**config.mk**
```make
export PLATFORM = sky130hd
export DESIGN_NAME = seven_segment_text_display
export DESIGN_NICKNAME = d
export VERILOG_FILES = /design/src/rtl/sstd_pkg.sv /design/src/rtl/sstd_text_store.sv /design/src/rtl/sstd_scan.sv /design/src/rtl/seven_segment_text_display.sv
export SDC_FILE = /design/constraint.sdc
export NUM_CORES = 1
export LEC_CHECK = 0
export BUFFER_PORTS_ARGS = -buffer_cell sky130_fd_sc_hd__buf_4
export CORE_ASPECT_RATIO = 1.1
export CORE_UTILIZATION = 40
export DETAILED_ROUTE_END_ITERATION = 7
export GPL_ROUTABILITY_DRIVEN = 0
export PLACE_DENSITY = 0.6
export SETUP_SLACK_MARGIN = 0.02
export SLEW_MARGIN = 40
export SYNTH_ARGS = -nofsm -noshare
export SYNTH_HDL_FRONTEND = slang
export SYNTH_SLANG_ARGS = --single-unit
```
**constraint.sdc**
```tcl
create_clock -name clk -period 7.9 [get_ports clk]
set_input_delay 1.975 -clock clk [delete_from_list [all_inputs] [get_ports clk]]
set_output_delay 1.975 -clock clk [all_outputs]
set_load 0.05 [all_outputs]
```
**src/rtl/sstd_pkg.sv**
```systemverilog
// Package of the seven-segment text display: font table, character codes, item type.
// No dependencies; used by every module of the block by scoped names.
package sstd_pkg;

	localparam int DIGIT_COUNT_DEF = 4;

	// request kinds
	localparam logic MODE_CHAR = 1'b0;
	localparam logic MODE_SCAN = 1'b1;

	// control characters
	localparam logic [7:0] CH_BS     = 8'd8;
	localparam logic [7:0] CH_LF     = 8'd10;
	localparam logic [7:0] CH_CR     = 8'd13;
	localparam logic [7:0] CH_COMMA  = 8'd44;
	localparam logic [7:0] CH_PERIOD = 8'd46;

	localparam logic [7:0] GLYPH_BASE = 8'd32;
	localparam logic [7:0] GLYPH_LAST = 8'd127;
	localparam logic [7:0] CURSOR_MAX = 8'd255;
	localparam logic [7:0] BLANK      = 8'h00;
	localparam logic [7:0] DP_MASK    = 8'h01;

	// segments a..g,dp on bits 7..0, first entry is space
	localparam logic [7:0] GLYPHS [0:95] = '{
		8'h00, 8'h00, 8'h00, 8'h00, 8'h00, 8'h00, 8'h00, 8'h00,
		8'h9c, 8'hf0, 8'h00, 8'h00, 8'h00, 8'h02, 8'h00, 8'h00,
		8'hfc, 8'h60, 8'hda, 8'hf2, 8'h66, 8'hb6, 8'hbe, 8'he0,
		8'hfe, 8'hf6, 8'h00, 8'h00, 8'h00, 8'h00, 8'h00, 8'h00,
		8'h00, 8'hee, 8'h3e, 8'h9c, 8'h7a, 8'h9e, 8'h8e, 8'hbc,
		8'h6e, 8'h0c, 8'h70, 8'h00, 8'h1c, 8'h00, 8'h2a, 8'hfc,
		8'hce, 8'he6, 8'h0a, 8'hb6, 8'h1e, 8'h7c, 8'h00, 8'h00,
		8'h00, 8'h76, 8'hda, 8'h9c, 8'h00, 8'hf0, 8'hc4, 8'h10,
		8'h00, 8'hee, 8'h3e, 8'h1a, 8'h7a, 8'hde, 8'h8e, 8'hbc,
		8'h2e, 8'h08, 8'h70, 8'h00, 8'h1c, 8'h00, 8'h2a, 8'h3a,
		8'hce, 8'he6, 8'h0a, 8'hb6, 8'h1e, 8'h38, 8'h00, 8'h00,
		8'h00, 8'h76, 8'hda, 8'h00, 8'h0c, 8'h00, 8'h00, 8'h00
	};

	typedef struct packed {
		logic       mode;
		logic [7:0] char_code;
	} item_t;

	// digit index width, at least one bit
	function automatic int idx_w(input int n);
		return (n > 1) ? $clog2(n) : 1;
	endfunction

	// font lookup; codes outside the printable range are blank
	function automatic logic [7:0] glyph_for(input logic [7:0] code);
		logic [6:0] ofs;
		ofs = 7'(code - GLYPH_BASE);
		if (code inside {[GLYPH_BASE:GLYPH_LAST]})
			return GLYPHS[ofs];
		return BLANK;
	endfunction

endpackage

```
**src/rtl/sstd_text_store.sv**
```systemverilog
// Digit store and cursor of the seven-segment text display.
// Depends on sstd_pkg (font, character codes).
module sstd_text_store #(
	parameter int DIGIT_COUNT = sstd_pkg::DIGIT_COUNT_DEF
) (
	input  logic                        clk,
	input  logic                        arst_n,
	input  logic                        wr_en,
	input  logic [7:0]                  code,
	output logic [DIGIT_COUNT-1:0][7:0] store
);

	logic [DIGIT_COUNT-1:0][7:0] store_q;
	logic [DIGIT_COUNT-1:0][7:0] store_d;
	logic [7:0]                  cursor_q;
	logic [7:0]                  cursor_d;
	logic [7:0]                  prev_pos;
	logic [7:0]                  glyph;

	assign prev_pos = (cursor_q != 8'd0) ? cursor_q - 8'd1 : 8'd0;
	assign glyph    = sstd_pkg::glyph_for(code);

	always_comb begin
		case (code)
			sstd_pkg::CH_BS:                       cursor_d = prev_pos;
			sstd_pkg::CH_LF, sstd_pkg::CH_CR:      cursor_d = 8'd0;
			sstd_pkg::CH_PERIOD, sstd_pkg::CH_COMMA: cursor_d = cursor_q;
			default: cursor_d = (cursor_q == sstd_pkg::CURSOR_MAX) ? cursor_q
				: cursor_q + 8'd1;
		endcase
	end

	// per-digit update; cursor past the store matches no digit, so the write drops
	always_comb begin
		store_d = store_q;
		for (int i = 0; i < DIGIT_COUNT; i++) begin
			case (code)
				sstd_pkg::CH_LF: store_d[i] = sstd_pkg::BLANK;
				sstd_pkg::CH_BS, sstd_pkg::CH_CR: store_d[i] = store_q[i];
				sstd_pkg::CH_PERIOD, sstd_pkg::CH_COMMA: begin
					if (prev_pos == 8'(i))
						store_d[i] = store_q[i] | sstd_pkg::DP_MASK;
				end
				default: begin
					if (cursor_q == 8'(i))
						store_d[i] = glyph;
				end
			endcase
		end
	end

	always_ff @(posedge clk or negedge arst_n) begin
		if (!arst_n) begin
			store_q  <= '0;
			cursor_q <= 8'd0;
		end else if (wr_en) begin
			store_q  <= store_d;
			cursor_q <= cursor_d;
		end
	end

	assign store = store_q;

endmodule

```
**src/rtl/sstd_scan.sv**
```systemverilog
// Scan position and result register of the seven-segment text display.
// Depends on sstd_pkg (index width helper).
module sstd_scan #(
	parameter int DIGIT_COUNT = sstd_pkg::DIGIT_COUNT_DEF
) (
	input  logic                        clk,
	input  logic                        arst_n,
	input  logic                        fire,
	input  logic                        out_ready,
	input  logic [DIGIT_COUNT-1:0][7:0] store,
	output logic                        out_valid,
	output logic [1:0]                  digit_index,
	output logic [7:0]                  segment_bits
);

	localparam int IDX_W = sstd_pkg::idx_w(DIGIT_COUNT);

	logic [IDX_W-1:0] scan_q;
	logic [IDX_W-1:0] scan_next;
	logic [IDX_W+1:0] scan_ext;
	logic             out_valid_q;
	logic [1:0]       digit_index_q;
	logic [7:0]       segment_q;

	assign scan_next = (scan_q == IDX_W'(DIGIT_COUNT - 1)) ? '0 : scan_q + 1'b1;
	// digit index is the low two bits of the scan position
	assign scan_ext  = (IDX_W + 2)'(scan_next);

	always_ff @(posedge clk or negedge arst_n) begin
		if (!arst_n) begin
			scan_q      <= '0;
			out_valid_q <= 1'b0;
		end else if (fire) begin
			scan_q      <= scan_next;
			out_valid_q <= 1'b1;
		end else if (out_ready) begin
			out_valid_q <= 1'b0;
		end
	end

	always_ff @(posedge clk) begin
		if (fire) begin
			digit_index_q <= scan_ext[1:0];
			segment_q     <= store[scan_next];
		end
	end

	assign out_valid    = out_valid_q;
	assign digit_index  = digit_index_q;
	assign segment_bits = segment_q;

endmodule

```
**src/rtl/seven_segment_text_display.sv**
```systemverilog
// Multiplexed seven-segment text display. Each input request is either a character
// write (mode 0) or a scan tick (mode 1). Printable codes 32..127 go through a fixed
// font into the digit under the cursor and the cursor advances (saturating at 255,
// writes past the last digit dropped); codes outside that range write blank.
// Backspace steps the cursor back, newline blanks the store and homes the cursor,
// carriage return homes it, and period or comma sets the decimal point of the digit
// before the cursor. A scan tick first advances the wrapping scan position, then
// returns that digit's index and segment pattern (a..g,dp on bits 7..0); the first
// tick after reset shows digit 1. Character writes return nothing. Rate: one request
// per clock while no scan tick is held in the input stage. A request is registered in
// the input stage on acceptance and applied from there; a scan result is held in the
// result register and presented on out_valid. The only stall comes
// from the result register: while a result waits on out_ready, a scan tick behind it
// holds in the input stage and in_ready drops; character writes keep flowing past a
// waiting result up to the next scan tick.
// Depends on sstd_pkg, sstd_text_store and sstd_scan.
module seven_segment_text_display #(
	parameter int DIGIT_COUNT = sstd_pkg::DIGIT_COUNT_DEF
) (
	input  logic       clk,
	input  logic       arst_n,
	input  logic       in_valid,
	output logic       in_ready,
	input  logic       mode,
	input  logic [7:0] char_code,
	output logic       out_valid,
	input  logic       out_ready,
	output logic [1:0] digit_index,
	output logic [7:0] segment_bits
);

	logic                        valid_s1;
	sstd_pkg::item_t             item_s1;
	logic                        out_free;
	logic                        advance;
	logic                        char_wr;
	logic                        scan_fire;
	logic [DIGIT_COUNT-1:0][7:0] store;

	// result register can take a new result this cycle
	assign out_free  = !out_valid || out_ready;
	// character writes never wait; scan ticks need room in the result register
	assign advance   = valid_s1 && ((item_s1.mode == sstd_pkg::MODE_CHAR) || out_free);
	assign char_wr   = advance && (item_s1.mode == sstd_pkg::MODE_CHAR);
	assign scan_fire = advance && (item_s1.mode == sstd_pkg::MODE_SCAN);
	assign in_ready  = !valid_s1 || advance;

	// input stage
	always_ff @(posedge clk or negedge arst_n) begin
		if (!arst_n) begin
			valid_s1 <= 1'b0;
		end else if (in_valid && in_ready) begin
			valid_s1 <= 1'b1;
		end else if (advance) begin
			valid_s1 <= 1'b0;
		end
	end

	always_ff @(posedge clk) begin
		if (in_valid && in_ready) begin
			item_s1.mode      <= mode;
			item_s1.char_code <= char_code;
		end
	end

	sstd_text_store #(
		.DIGIT_COUNT (DIGIT_COUNT)
	) u_text_store (
		.clk    (clk),
		.arst_n (arst_n),
		.wr_en  (char_wr),
		.code   (item_s1.char_code),
		.store  (store)
	);

	sstd_scan #(
		.DIGIT_COUNT (DIGIT_COUNT)
	) u_scan (
		.clk          (clk),
		.arst_n       (arst_n),
		.fire         (scan_fire),
		.out_ready    (out_ready),
		.store        (store),
		.out_valid    (out_valid),
		.digit_index  (digit_index),
		.segment_bits (segment_bits)
	);

endmodule

```
* After elaboration in Yosys (flattened, before gate mapping)
Memory sizes are Yosys's and may differ from the RTL's.
Index checks and enable logic that the tools add are counted.
W data, S select, Z words.
** Storage, ports and cells
- Memories :: 1
- ROM bits :: 1024
- Register bits :: 63
- Word-level logic and storage cells :: 109
- Bits of input ports :: 13
** Operators by class
- $add $sub $neg :: 4
- Multiplexer cells :: 27
- Reductions and logical operators :: 35
- Bitwise logic cells :: 4
- Equality and inequality tests :: 18
- $lt $le $gt $ge :: 4
** Memories
- (name not given) :: words 128, bits a word 8, read ports 1, clocked after Yosys merged registers in 0, wr ports 0, line sstd_pkg.sv:55 : return GLYPHS[ofs];
** Operator list (number)
- $pmux W8 S3 :: 5
- $mux W8 :: 11
- $eq A8 B2 Y1 const B :: 4
- $reduce_and A4 Y1 :: 8
- $eq A8 B4 Y1 const B :: 3
- $bmux W8 S2 :: 1
- $eq A8 B1 Y1 const B :: 2
- $eq A8 B6 Y1 const B :: 2
- $logic_not A8 Y1 :: 2
- $reduce_bool A2 Y1 :: 6
- $reduce_bool A3 Y1 :: 4
- $mux W1 :: 9
- $add A8 B1 Y8 const B :: 1
- $eq A8 B8 Y1 const B :: 1
- $ge A8 B6 Y1 const B :: 1
- $ge A8 B8 Y1 const B :: 1
- $le A8 B7 Y1 const B :: 1
- $ne A2 B1 Y1 const B :: 4
- $not A7 Y8 :: 1
- $reduce_bool A8 Y1 :: 1
- $sub A8 B1 Y8 const B :: 1
- $sub A7 B6 Y7 const B :: 1
- $reduce_or A2 Y1 :: 3
- $logic_and A1 B1 Y1 :: 5
- other kinds (9) :: 14

* Longest topological paths before layout
Gate-level depths: netlist of run 1.
- Word-level depth :: 9
- Gate-level depth with buffers :: 11
- Gate-level depth less buffers :: 7

* Hierarchy
A second synthesis of run 1 with hierarchy kept.
** Unflattened totals
- Cell total of the unflattened synthesis :: 471
- Area, all modules :: 4401.7 µm²
** By module, submodules not included
- sstd_text_store :: sequential area each 1001.0 µm², times used 1, area each 3419.5 µm², cells an instance 424
- sstd_scan :: sequential area each 375.4 µm², times used 1, area each 626.9 µm², cells an instance 30
- seven_segment_text_display :: sequential area each 295.3 µm², times used 1, area each 355.3 µm², cells an instance 17

* Worst setup path before layout of run 1
Ideal clock, no wire load.
- Kind :: input-to-output
- Start point :: in out_ready
- End point :: out in_ready
- Data arrival time :: 2.560 ns
- Cell stages on the path :: 2
- Buffers on the path :: 0
- Setup slack :: 3.365 ns
- Cell sequence :: nor2b_1 nand3_1
** On the way
- Word-level cells in the longest chain between the ends :: 4
** RTL lines
- start, declared :: line seven_segment_text_display.sv:27 : input logic out_ready,
- $logic_or A1 B1 Y1 :: line seven_segment_text_display.sv:41 : assign out_free = !out_valid || out_ready;
- $logic_or A1 B1 Y1 :: line seven_segment_text_display.sv:43 : assign advance = valid_s1 && ((item_s1.mode == sstd_pkg::MODE_CHAR) || out_free);
- $logic_and A1 B1 Y1 :: line seven_segment_text_display.sv:43
- $logic_or A1 B1 Y1 :: line seven_segment_text_display.sv:46 : assign in_ready = !valid_s1 || advance;
- end, declared :: line seven_segment_text_display.sv:23 : output logic in_ready,
Every way passes these cells.

* Worst setup path in the final report of run 1
Same ends and word-level chain as after synthesis.

==> impl_metrics.toml, run 1 <==
[outcome]
status = "finished with violations"
violations = "DRC"

[pwr]
p_per_area_nw_per_um2 = 270.5
p_seq_frac = 0.426
p_leak_nw = 1.793
p_total_w = 0.001217
p_int_w = 0.0007653
pwr-share-comb = 0.337
swShare = 0.3711
vdd.ir_drop.worst_v = 0.0001188
switching_power_w = 0.0004516
pwr-share-clk = 0.237

[drt]
viasPerCell = 6.082
drc = 3
dr.pass1.iters = 7
ant_nets = 0
vias = 3418
drt_iter0_drc = 209
wl_per_cell_um = 17.44
drt-total-wl_um = 9801

[logic_synthesis]
yosysSeqAreaShare = 0.4126
synthXorXnorAreaFrac = 0.002162
synth_area_um2 = 4051
yosys.area_share.simple = 0.2023
synth_top_cell_by_area = "dfrtp_1"
ys_warn_count = 0
ys.flop_type = "dfrtp_1"
synthArstFlopShare = 0.6984
synth_compound_area_frac = 0.2319
syn_inst = 426
syn-num-nets = 453
synth_area_leaders = "dfrtp_1 27%, edfxtp_1 14%, o21ai_0 4.7%, mux4_2 4.4%, ha_1 4.3%"
synth_edf_count = 19
synth_top_area_share = 0.2718
synth_cell_type_count = 63
muxShareOfSynthArea = 0.06763
syn_area_per_cell_um2 = 9.510
synthAdderAreaFrac = 0.04324
synth_top_family_by_area = "compound AO/OA/AOI/OAI gates"
ys_ff_latch = 63

[cts]
cts_resized = 0
clkSinkCount = 63
cts-buffers-inserted = 9
clkLatencyLatePin_ns = 0.35
cts-root-buf = "clkbuf_8"
path_clk_slew_ns = 0.07
ctsHoldBuffers = 0
cts_tree = "yes"
cts_setup_buffers = 0
h-tree-depth = 3
clk_path_buf_depth = 2

[sta]
post-route-period-util = 0.5815
tightest_slew_ns = 0.7359
rsz0062_at_grt = "false"
fin_crit_ns = 4.594
final.setup.tns_ns = 0
fmax_mhz = 217.7
skew_ns = 0.01407
finalHoldViolCount = 0
setup_viol = 0
drv_slew = 0
slew_headroom = 0.5084
hold_ws_ns = 0.4767

[setup_path]
cp_cell_sequence = "buf_4, nor2b_1, nand3_1, buf_4"
path_buf_inv = 2
cp_data_arrival_time_ns = 2.62
critical_path_required_ns = 5.93
path_delay_family = "buffers and inverters"
worstPathMaxFanout = 3
crit_top_cell = "buf_4"
start_kind = "input port"
cpPeakStageDelay_ns = 0.21
cpMaxStageDelayCell = "buf_4"
worstSetupEndpointType = "primary output"
critPathKind = "input port to primary output"

[die]
ios = 25
core_area_um2 = 9842
fp.dieH_um = 107.6
row_count = 38
start_util = 0.4116
fp.dieW_um = 97.96
die_area_um2 = 10540

[finish]
fillers = 918
drive_above_1_share = 0.1538
antenna_cells = 0
fin_nets = 464
syn_to_final_growth_pct = 11.03

[global_route]
grt_max_degree = 49
grt_pass1_wl_um = 16210
antenna_found_initial = 0
grt_usage = 0.1964
grt_pass1_vias = 3194
grt_overflow = 0

[place]
dp_hpwl_um = 6757
portBuffers = 24

[job]
maxCapViolCount = 0

[min_path]
hold_path_class = "register to register"
## worst paths after layout
check / start / cells after the start / slack [ns] / to
setup / recovery: out_ready / 4 / 3.31 / in_ready
hold / removal: u_text_store.store[17] / 2 / 0.48 / u_text_store.store[17]
setup reg to reg: item_s1[1] / 9 / 4.79 / u_text_store.store[19]
hold reg to reg: u_text_store.store[17] / 2 / 0.48 / u_text_store.store[17]
max in group asynchronous: arst_n / 1 / 5.88 / u_text_store.cursor_q[7]
min in group asynchronous: arst_n / 1 / 1.62 / u_text_store.store[3]
## cells in the mapped netlist, types with 5 or more instances
| master | count |
|---|---|
| and3_1 | 8 |
| nor2_1 | 16 |
| o311ai_0 | 6 |
| o21ai_1 | 6 |
| a221oi_1 | 5 |
| nand4_1 | 5 |
| nor2b_1 | 19 |
| o211ai_1 | 12 |
| mux4_2 | 8 |
| nand2_1 | 42 |
| o31ai_1 | 12 |
| ha_1 | 14 |
| edfxtp_1 | 19 |
| nand3_1 | 13 |
| mux2i_1 | 6 |
| dfrtp_1 | 44 |
| clkbuf_1 | 17 |
| nand2b_1 | 17 |
| a31oi_1 | 5 |
| o21ai_0 | 38 |
| nor3_1 | 9 |
| a21oi_1 | 18 |
| and2_1 | 6 |
| inv_1 | 7 |
| buf_2 | 10 |
## sequential cells by signal, indices dropped and copies added (netlist names)
name                   flops
item_s1                    9
u_scan.digit_index         2
u_scan.out_valid           1
u_scan.scan_q              2
u_scan.segment_bits        8
u_text_store.cursor_q      8
u_text_store.store        32
valid_s1                   1
## worst register-to-register path: cells and delay by family (launching register included)
kind	cells	cell delay, ns
buffers and inverters	3	0.68
AND/OR/NAND/NOR	2	0.45
adder cells (fa/ha/maj)	1	0.38
flip-flops	1	0.65
AO/OA/AOI/OAI	3	0.82
## metal layers
layer	up-vias	wire, µm	global-route usage
met4	0	225	0.09416
li1	1644	-	-
met5	-	0	0
met1	1618	4506	0.2633
met2	131	4546	0.3114
met3	25	523	0.02987
## logic make-up after synthesis
kind of cell    Yosys count
compound gates          139
flops                    63
xor+xnor                  1
mux                      17
buf+inv                  38
simple gates            154
fa+ha+maj                14
## final cells by class
type | instances | area, µm² | area share
clock buffers | 9 | 123.9 | 0.02754
multi-input cells | 325 | 2220 | 0.4935
repair buffers | 31 | 227.7 | 0.05063
clock inverters | 7 | 78.83 | 0.01752
flip-flops and latches | 63 | 1672 | 0.3716
well taps | 120 | 150.1 | 0.03338
inverters | 7 | 26.28 | 0.005841
## power groups by stage
stage / registers [W] / clock network (W) / logic [W]
floorplan: 0.000522 / 0 / 0.000306
global placement: 0.000521 / 0 / 0.000406
detailed placement: 0.000526 / 0 / 0.000411
CTS: 0.000519 / 0.000298 / 0.000413
global route: 0.000532 / 0.000310 / 0.000456
finish: 0.000519 / 0.000288 / 0.000410
## metrics by stage
stage	setup WS, ns	utilization	instances	instance area (µm²)
floorplan	3.365	-	426	4051
global placement	3.359	0.4352	544	4283
detailed placement	3.298	0.4364	546	4295
CTS	3.293	0.4570	562	4498
global route	3.232	0.4570	562	4498
finish	3.306	0.4570	562	4498
## placed cells by master (no fill, tap or decap), types with 4 or more instances in the layout
| master | Yosys | layout |
|---|---|---|
| nor2b_1 | 19 | 19 |
| edfxtp_1 | 19 | 19 |
| o31ai_1 | 12 | 12 |
| a21boi_0 | 4 | 4 |
| a221oi_1 | 5 | 5 |
| a21oi_1 | 18 | 18 |
| nand2b_1 | 17 | 17 |
| o211ai_1 | 12 | 12 |
| buf_4 | 0 | 29 |
| nor2_1 | 16 | 15 |
| dfrtp_1 | 44 | 44 |
| a31oi_1 | 5 | 5 |
| nand3_1 | 13 | 13 |
| clkbuf_8 | 0 | 9 |
| o311ai_0 | 6 | 6 |
| o21ai_1 | 6 | 6 |
| o2111ai_1 | 4 | 4 |
| or3_1 | 4 | 4 |
| mux2i_1 | 6 | 6 |
| o21ai_0 | 38 | 38 |
| nor3_1 | 9 | 9 |
| mux4_2 | 8 | 8 |
| inv_1 | 7 | 7 |
| nand4_1 | 5 | 5 |
| and3_1 | 8 | 8 |
| ha_1 | 14 | 14 |
| nand2_1 | 42 | 42 |
| and2_1 | 6 | 6 |
No activity file was read; power rests on OpenSTA's default activity.
==> inputs of run 2 (changes only) <==
--- a/config.mk
+++ b/config.mk
@@ -5,6 +5,7 @@
 export SDC_FILE = /design/constraint.sdc
 export NUM_CORES = 1
 export LEC_CHECK = 0
+export ABC_AREA = 1
 export BUFFER_PORTS_ARGS = -buffer_cell sky130_fd_sc_hd__buf_4
 export CORE_ASPECT_RATIO = 1.1
 export CORE_UTILIZATION = 40
==> constraint.sdc (replaced) <==
create_clock -name clk -period 4.8 [get_ports clk]
set_input_delay 1.2 -clock clk [delete_from_list [all_inputs] [get_ports clk]]
set_output_delay 1.2 -clock clk [all_outputs]
set_load 0.05 [all_outputs]
==> run 2 against run 1 <==
Net effect: sequential cell count did not move; synthesized cell count grew 34%; clock-buffer cell count rose by 6; sequential share of layout area down 0.95 points; clock skew decreased by 0.0064 ns; the run now ends clean; clock power increased by 90%; critical path depth rose by 2; critical path type unchanged; highest routed layer unchanged.
==> impl_metrics.toml, run 2 <==
[pwr]
p_per_area_nw_per_um2 = 513.3
vdd.ir_drop.worst_v = 0.0002122
p_total_w = 0.002369
p_leak_nw = 2.286

[cts]
cts_setup_buffers = 0
cts-buffers-inserted = 9
path_clk_slew_ns = 0.07
ctsHoldBuffers = 0
cts-root-buf = "clkbuf_8"
cts_tree = "yes"
cts_resized = 0
clkLatencyLatePin_ns = 0.36
h-tree-depth = 3
clk_path_buf_depth = 2
clkSinkCount = 63

[global_route]
grt_max_degree = 45
grt_usage = 0.2077
grt_pass1_vias = 3609
grt_overflow = 0
antenna_found_initial = 0
grt_pass1_wl_um = 17390

[die]
die_area_um2 = 10760
ios = 25
core_area_um2 = 9985
fp.dieW_um = 98.99
start_util = 0.4145
fp.dieH_um = 108.7
row_count = 38

[logic_synthesis]
synth_area_um2 = 4139
synth_edf_count = 19
synth_cell_type_count = 33
synthXorXnorAreaFrac = 0.008464
synth_compound_area_frac = 0.1224
yosysSeqAreaShare = 0.4039
ys_warn_count = 0
muxShareOfSynthArea = 0
synth.most_common_cell = "nand2_1"
synth_top_area_share = 0.2660
ys_ff_latch = 63
syn_inst = 570
synth_area_leaders = "dfrtp_1 27%, nand2_1 16%, edfxtp_1 14%, nand3_1 7.7%, o21ai_0 5.4%"
yosys.area_share.simple = 0.3458
synthArstFlopShare = 0.6984
synth_top_cell_by_area = "dfrtp_1"
syn_area_per_cell_um2 = 7.261
synth_common_cells = "181 x nand2_1, 64 x nand3_1, 49 x nor2_1"
synth_top_family_by_area = "simple AND/OR/NAND/NOR gates"
synthAdderAreaFrac = 0.04232
syn-num-nets = 597
ys.flop_type = "dfrtp_1"

[finish]
mostFrequentLayoutCells = "181 x nand2_1, 64 x nand3_1, 48 x nor2_1"
multiInputGateArea_um2 = 2151
final_area_um2 = 4616
drive_above_1_share = 0.1292
fin_cells = 716
antenna_cells = 0
final_util = 0.4623
largest_register_ffs = 32
regArea_um2 = 1672
syn_to_final_growth_pct = 11.52
fin_nets = 618
fillers = 1005
layout_commonest_cell = "nand2_1"

[place]
dp_hpwl_um = 7405
placed_cell_area_um2 = 4377
portBuffers = 24
placedCellCount = 700

[sta]
tightest_slew_ns = 0.7786
fmax_mhz = 317.7
final.setup.tns_ns = 0
setup_viol = 0
drv_slew = 0
fin_crit_ns = 3.148
slew_headroom = 0.4809
skew_ns = 0.007687
rsz0062_at_grt = "false"
post-route-period-util = 0.6558
finalHoldViolCount = 0

[setup_path]
critical_path_required_ns = 3.60
cp_data_arrival_time_ns = 1.95
critPathKind = "input port to primary output"
worstPathMaxFanout = 2
start_kind = "input port"
worstSetupEndpointType = "primary output"

[job]
maxCapViolCount = 0

[drt]
viasPerCell = 5.416
drt_iter0_drc = 294
ant_nets = 0
drc = 0
wl_per_cell_um = 14.18
vias = 3878
dr.pass1.iters = 5
drt-total-wl_um = 10160

[outcome]
status = "finished clean"

[min_path]
hold_path_class = "register to register"
-- run 2: cell count changes in the layout (fill, tap and decap cells not counted), sizes merged, moves of 12 or more --
| cell | before | now |
|---|---|---|
| nand2 | 42 | 186 |
| o31ai | 12 | 0 |
| nor2b | 19 | 0 |
| inv | 10 | 56 |
| nand2b | 17 | 0 |
| o21ai | 44 | 58 |
| nor2 | 17 | 58 |
| nand3 | 13 | 70 |
-- run 2: final cells by class --
cell class                 count  share of cell area
clock buffer                  15             0.04527
clock inverter                 1            0.006506
inverter                      57             0.04690
multi-input combinational    435              0.4660
sequential                    63              0.3622
tap                          120             0.03253
timing repair buffer          25             0.04066
-- run 2: where the power goes --
group / internal, W / total (W) / switching [W]
clock: 0.000332 / 0.000548 / 0.000216
sequential: 0.000749 / 0.000874 / 0.000125
combinational: 0.000321 / 0.000946 / 0.000626
total: 0.00140 / 0.00237 / 0.000967
-- run 2: cell families (layout without fill, tap and decap cells) --
| family | count (synthesis) | in the layout |
|---|---|---|
| AO/OA/AOI/OAI | 93 | 93 |
| XOR/XNOR | 4 | 4 |
| adder cells (fa/ha/maj) | 14 | 14 |
| buffers and inverters | 72 | 98 |
| flip-flops | 63 | 63 |
| AND/OR/NAND/NOR | 324 | 324 |
-- run 2: final timing paths --
kind	slack, ns	to	cells after the start	start
worst min register to register	0.48	u_text_store.store[7]	2	u_text_store.store[7]
max in group asynchronous	3.58	u_text_store.store[12]	1	arst_n
worst max register to register	2.17	u_text_store.cursor_q[7]	11	item_s1[1]
worst min-delay path	0.48	u_text_store.store[7]	2	u_text_store.store[7]
min in group asynchronous	0.81	u_text_store.store[21]	1	arst_n
worst max-delay path	1.65	in_ready	6	out_ready
-- run 2: through the flow --
stage                     setup WS (ns)  hold slack (ns)
after floorplan                   1.901           0.4439
after global placement            1.733           0.4595
after detailed placement          1.651           0.4647
after CTS                         1.645           0.4838
after global routing              1.576           0.5002
final                             1.652           0.4828
-- run 2: routing by layer --
layer,part of all wire,vias to the layer above,GRT usage
li1,-,1929,-
met1,0.46,1778,0.2766
met2,0.46,151,0.3302
met3,0.057,20,0.04103
met4,0.022,0,0.08955
met5,0,-,0
-- run 2: critical path: stages --
cell and delay [ns]:
buf_4 0.11, nor2_1 0.15, inv_1 0.07, nor2_1 0.14
inv_1 0.08, buf_4 0.19
